### src/hdl/npf_pkg.sv
// Shared types and constants for the normalized patch pixel fetch block.
// Used by every module under hdl except npf_ram; depends on nothing.
package npf_pkg;

    localparam int MAX_IMAGES   = 64;
    localparam int REC_AW       = 6;
    localparam int CNT_W        = 7;
    localparam int PIXEL_DEPTH  = 1048576;
    localparam int PIX_AW       = 20;
    localparam int FILL_W       = 21;
    localparam int MAX_DIM      = 1024;
    localparam int NUM_CHANNELS = 3;
    localparam int ADDR_W       = 25;
    localparam int QUO_W        = 21;
    localparam int DVS_W        = 11;
    localparam int IN_TDATA_W   = 88;
    localparam int OUT_TDATA_W  = 40;

    localparam logic [2:0] REG_PAD   = 3'd0;
    localparam logic [2:0] REG_WIN_H = 3'd1;
    localparam logic [2:0] REG_WIN_W = 3'd2;
    localparam logic [2:0] REG_NORM0 = 3'd3;
    localparam logic [2:0] REG_NORM1 = 3'd4;
    localparam logic [2:0] REG_NORM2 = 3'd5;

    typedef enum logic [1:0] {
        OP_HEADER = 2'd0,
        OP_PIXEL  = 2'd1,
        OP_FETCH  = 2'd2,
        OP_CLASS  = 2'd3
    } op_t;

    typedef enum logic [1:0] {
        STAT_OK     = 2'd0,
        STAT_RANGE  = 2'd1,
        STAT_REJECT = 2'd2,
        STAT_SAT    = 2'd3
    } status_t;

    typedef struct packed {
        op_t         op;
        logic [10:0] img_width_in;
        logic [10:0] img_height_in;
        logic [7:0]  img_class_in;
        logic [7:0]  pixel_byte;
        logic [23:0] window_index;
        logic [1:0]  chan;
        logic [10:0] row;
        logic [10:0] col;
    } item_t;

    typedef struct packed {
        logic [19:0] base;
        logic [10:0] width;
        logic [10:0] height;
        logic [7:0]  cls;
        logic [20:0] windows;
    } rec_t;

    typedef struct packed {
        logic [3:0]  pad_width;
        logic [10:0] window_height;
        logic [10:0] window_width;
        logic [63:0] norm0;
        logic [63:0] norm1;
        logic [63:0] norm2;
    } cfg_t;

    typedef struct packed {
        logic signed [31:0] pixel_norm;
        logic [7:0]         class_out;
        status_t            status;
    } res_t;

endpackage

### src/hdl/npf_front.sv
// Input side: accepts stream transactions, decodes them and queues them.
// Depends on npf_pkg.
module npf_front (
    input  logic                               aclk,
    input  logic                               aresetn,
    input  logic                               s_tvalid,
    output logic                               s_tready,
    input  logic [npf_pkg::IN_TDATA_W-1:0]     s_tdata,
    input  logic [1:0]                         s_tuser,
    output logic                               q_valid,
    output npf_pkg::item_t                     q_item,
    input  logic                               q_pop
);
    npf_pkg::item_t slot_reg [2];
    logic           wr_ptr_reg, rd_ptr_reg;
    logic [1:0]     cnt_reg;
    npf_pkg::item_t dec;
    logic           push, pop;

    always_comb begin
        dec.op            = npf_pkg::op_t'(s_tuser);
        dec.img_width_in  = s_tdata[10:0];
        dec.img_height_in = s_tdata[21:11];
        dec.img_class_in  = s_tdata[29:22];
        dec.pixel_byte    = s_tdata[37:30];
        dec.window_index  = s_tdata[61:38];
        dec.chan          = s_tdata[63:62];
        dec.row           = s_tdata[74:64];
        dec.col           = s_tdata[85:75];
    end

    assign s_tready = (cnt_reg != 2'd2);
    assign push     = s_tvalid && s_tready;
    assign q_valid  = (cnt_reg != 2'd0);
    assign pop      = q_pop && q_valid;
    assign q_item   = slot_reg[rd_ptr_reg];

    always_ff @(posedge aclk) begin
        if (!aresetn) begin
            wr_ptr_reg <= 1'b0;
            rd_ptr_reg <= 1'b0;
            cnt_reg    <= 2'd0;
        end else begin
            if (push) begin
                wr_ptr_reg <= ~wr_ptr_reg;
            end
            if (pop) begin
                rd_ptr_reg <= ~rd_ptr_reg;
            end
            cnt_reg <= cnt_reg + {1'b0, push} - {1'b0, pop};
        end
    end

    always_ff @(posedge aclk) begin
        if (push) begin
            slot_reg[wr_ptr_reg] <= dec;
        end
    end
endmodule

### config.mk
export PLATFORM = sky130hd
export DESIGN_NAME = npf_front
export DESIGN_NICKNAME = d
export VERILOG_FILES = /design/src/hdl/npf_pkg.sv /design/src/hdl/npf_front.sv
export SDC_FILE = /design/constraint.sdc
export NUM_CORES = 1
export LEC_CHECK = 0
export ABC_CLOCK_PERIOD_IN_PS = 6160
export BUFFER_PORTS_ARGS = -buffer_cell sky130_fd_sc_hd__buf_2
export CAP_MARGIN = 10
export CORE_UTILIZATION = 35
export CTS_BUF_LIST = sky130_fd_sc_hd__clkbuf_2 sky130_fd_sc_hd__clkbuf_4 sky130_fd_sc_hd__clkbuf_8
export CTS_CLUSTER_DIAMETER = 120
export DETAILED_ROUTE_END_ITERATION = 12
export GPL_ROUTABILITY_DRIVEN = 0
export PLACE_DENSITY = 0.64
export SLEW_MARGIN = 40
export SYNTH_ARGS = -nofsm -noshare
export SYNTH_HDL_FRONTEND = slang
export SYNTH_SLANG_ARGS = --single-unit
### constraint.sdc
create_clock -name aclk -period 6.16 [get_ports aclk]
set_clock_uncertainty 0.2 [all_clocks]
set_input_delay 0.924 -clock aclk [delete_from_list [all_inputs] [get_ports aclk]]
set_output_delay 0.924 -clock aclk [all_outputs]
set_load 0.03 [all_outputs]
==> flow_summary_export.csv <==
group,metric,value,unit
routing,vias_per_cell,4.525,
critical_path,start_kind,"flop",
global_route,grt_usage,12.45,%
routing,drtAntennaViolNets,0,
cts,cts_setup_buffers,0,
sta,worstMarginPinSlew,0.6905,ns
sta,maxSlewHeadroom,53.97,%
place,dp_hpwl,7756,um
die,rows,50,
pwr,power_leakage,3.067,nW
sta,hold_viol,0,
critical_path,worst-setup-path-type,"flop to primary output",
cts,cts_tree,"built",
global_route,grt_max_degree,48,
cts,clock_path_buffers,2,
critical_path,max_stage_delay,0.74,ns
routing,routedWlPerCell,16.03,um
synth,seq_area_frac_synth,80.86,%
hold_path,whs_path_depth,2,
die,core_area,18710,um2
critical_path,cp_slowest_cell,"dfxtp_4",
sta,setup_viol_count_final,0,
sta,report.final.slew_viol_count,0,
critical_path,cp-end-kind,"primary output",
synth,syn_inst,298,
final_layout,synthToLayoutAreaGrowth,23.28,%
global_route,grt_pass1_vias,3609,
global_route,overflow,0,
hold_path,hold_end,"wr_ptr_reg",
critical_path,required,5.04,ns
sta,rsz0062_at_grt,"false",
synth,yosys_warnings,0,
sta,fin_crit_sh,59.69,%
routing,wl,11840,um
sta,period_minus_slack,3.677,ns
pwr,irDropWorstVdd,0.0002261,V
final_layout,drive_gt1_share,60.71,%
synth,syn-num-nets,394,
cts,cts_buffers,17,
synth,synth-seq-cells,181,
cts,cts_root_buf,"clkbuf_8",
final_layout,fin_util,43.89,%
die,die_w,139.9,um
synth,synthesis.area,6660,um2
critical_path,r2r-start,"cnt_reg[0]",
hold_path,hold_path_class,"flop to flop",
routing,drt-initial-drc-count,108,
critical_path,cp_cell_sequence,"buf_4 > mux2_2 > buf_2",
job,cap_violations,0,
global_route,antenna_found_initial,0,
routing,drc_errors,0,
final_layout,largest_reg_flops,176,
sta,max_freq,0.2720,GHz
global_route,grt_pass1_wl,18270,um
synth,yosysUniqueCellTypes,18,
synth,avgSynthCellArea,22.35,um2
cts,hold_buffers,0,
cts,htreeDepth,4,
hold_path,worstHoldStart,"wr_ptr_reg",
critical_path,crit_fanout,46,
critical_path,timing.rr.end,"slot_reg[1][42]",
cts,postCtsResizedCells,0,
die,start_util,35.61,%
cts,cts.clk_slew.worst_paths,0.09,ns
routing,num_vias,3344,
die,dieArea,19580,um2
final_layout,nets,588,
critical_path,r2r_setup_slack,3.76,ns
die,ios,184,
routing,dr.pass1.iters,4,
critical_path,reg2regPathDepth,3,
place,io_buffers,181,
die,die_h,139.9,um
cts,cts.sinks,181,
pwr,power.density,415.8,nW/um2
critical_path,crit_arrival,2.55,ns
status,status,"complete, no violations",
cts,insertion_delay,0.44,ns
sta,setup_tns,0,ns
[cell families after synthesis]
| kind of cell | Yosys count | share of synthesized area [%] |
|---|---|---|
| xor gates and xnor gates | 3 | 0.3946 |
| buffers and inverters | 11 | 1.183 |
| muxes | 89 | 16.16 |
| and+or+nand+nor | 11 | 0.9206 |
| AOI/OAI and AO/OA | 1 | 0.1128 |
| DFF | 181 | 80.86 |
| adders and majority gates | 2 | 0.3757 |
[power by group]
group	switching [mW]	internal, mW	total, mW
combinational	0.650	0.376	1.03
sequential	0.0762	1.55	1.62
clock	0.387	0.379	0.766
[placed cells by master (no fill, tap or decap), types with 2 or more instances in the layout]
cell and instances:
dfxtp_1 4, nor2b_1 2, buf_4 4, xnor2_1 3, edfxtp_1 176, mux2_2 68, clkinv_4 3, clkbuf_8 17
clkinv_1 2, nand2_1 2, clkbuf_4 5, buf_2 181, and2_1 2, bufinv_16 2, mux2_4 20, nand2b_1 2
ha_1 2
[layer usage]
layer	part of all wire (%)	GRT usage [%]
met5	0	0
met4	1.9	6.420
met3	7.0	4.684
met2	51	21.34
met1	40	13.43
[stage by stage]
step	cells	instance area, um2	hold slack (ns)	worst slack (ns)	total power [mW]
2_1_floorplan	298	6660	0.2549	0.7275	2.432
3_3_place_gp	707	7830	0.3086	2.915	2.678
3_5_place_dp	707	7830	0.3439	2.882	2.698
4_1_cts	738	8208	0.3579	2.383	3.470
5_1_grt	738	8208	0.3856	2.291	3.574
6_report	739	8210	0.3489	2.483	3.414
[worst max path at each step]
stage                     startpoint              to  depth (start not counted)
final                           flop      q_item[55]                          3
after global routing            flop      q_item[55]                          3
after CTS                       flop      q_item[55]                          3
after detailed placement        flop      q_item[55]                          3
after global placement          flop      q_item[55]                          3
after floorplan             s_tvalid  slot_reg[0][0]                          2
[final cells by class]
cell class	instances	area, um2
inverters	1	3.754
flip-flops and latches	181	5389
well taps	234	292.8
clock buffers	22	271.5
fillers	1664	10500
clock inverters	9	106.4
repair buffers	185	935.9
multi-input cells	106	1209
diodes	1	2.502
[critical path, delay by kind of cell (launching register included)]
kind     cells  cell delay, ns
flops        1            0.74
mux          1            0.43
buf+inv      2            0.85
[synthesized netlist by cell type (all sizes together)]
master / instances / share of area [%]
nor2b: 2 / 0.19
and2: 2 / 0.19
o21a: 1 / 0.11
or2: 1 / 0.094
ha: 2 / 0.38
nand2b: 2 / 0.19
mux2: 88 / 16
nor2: 1 / 0.056
inv: 1 / 0.056
nand2: 2 / 0.11
edfxtp: 176 / 79
dfxtp: 5 / 1.5
buf: 10 / 1.1
xnor2: 3 / 0.39
mux2i: 1 / 0.15
and3: 1 / 0.094
Note: power is estimated with default switching activity, not from simulation.
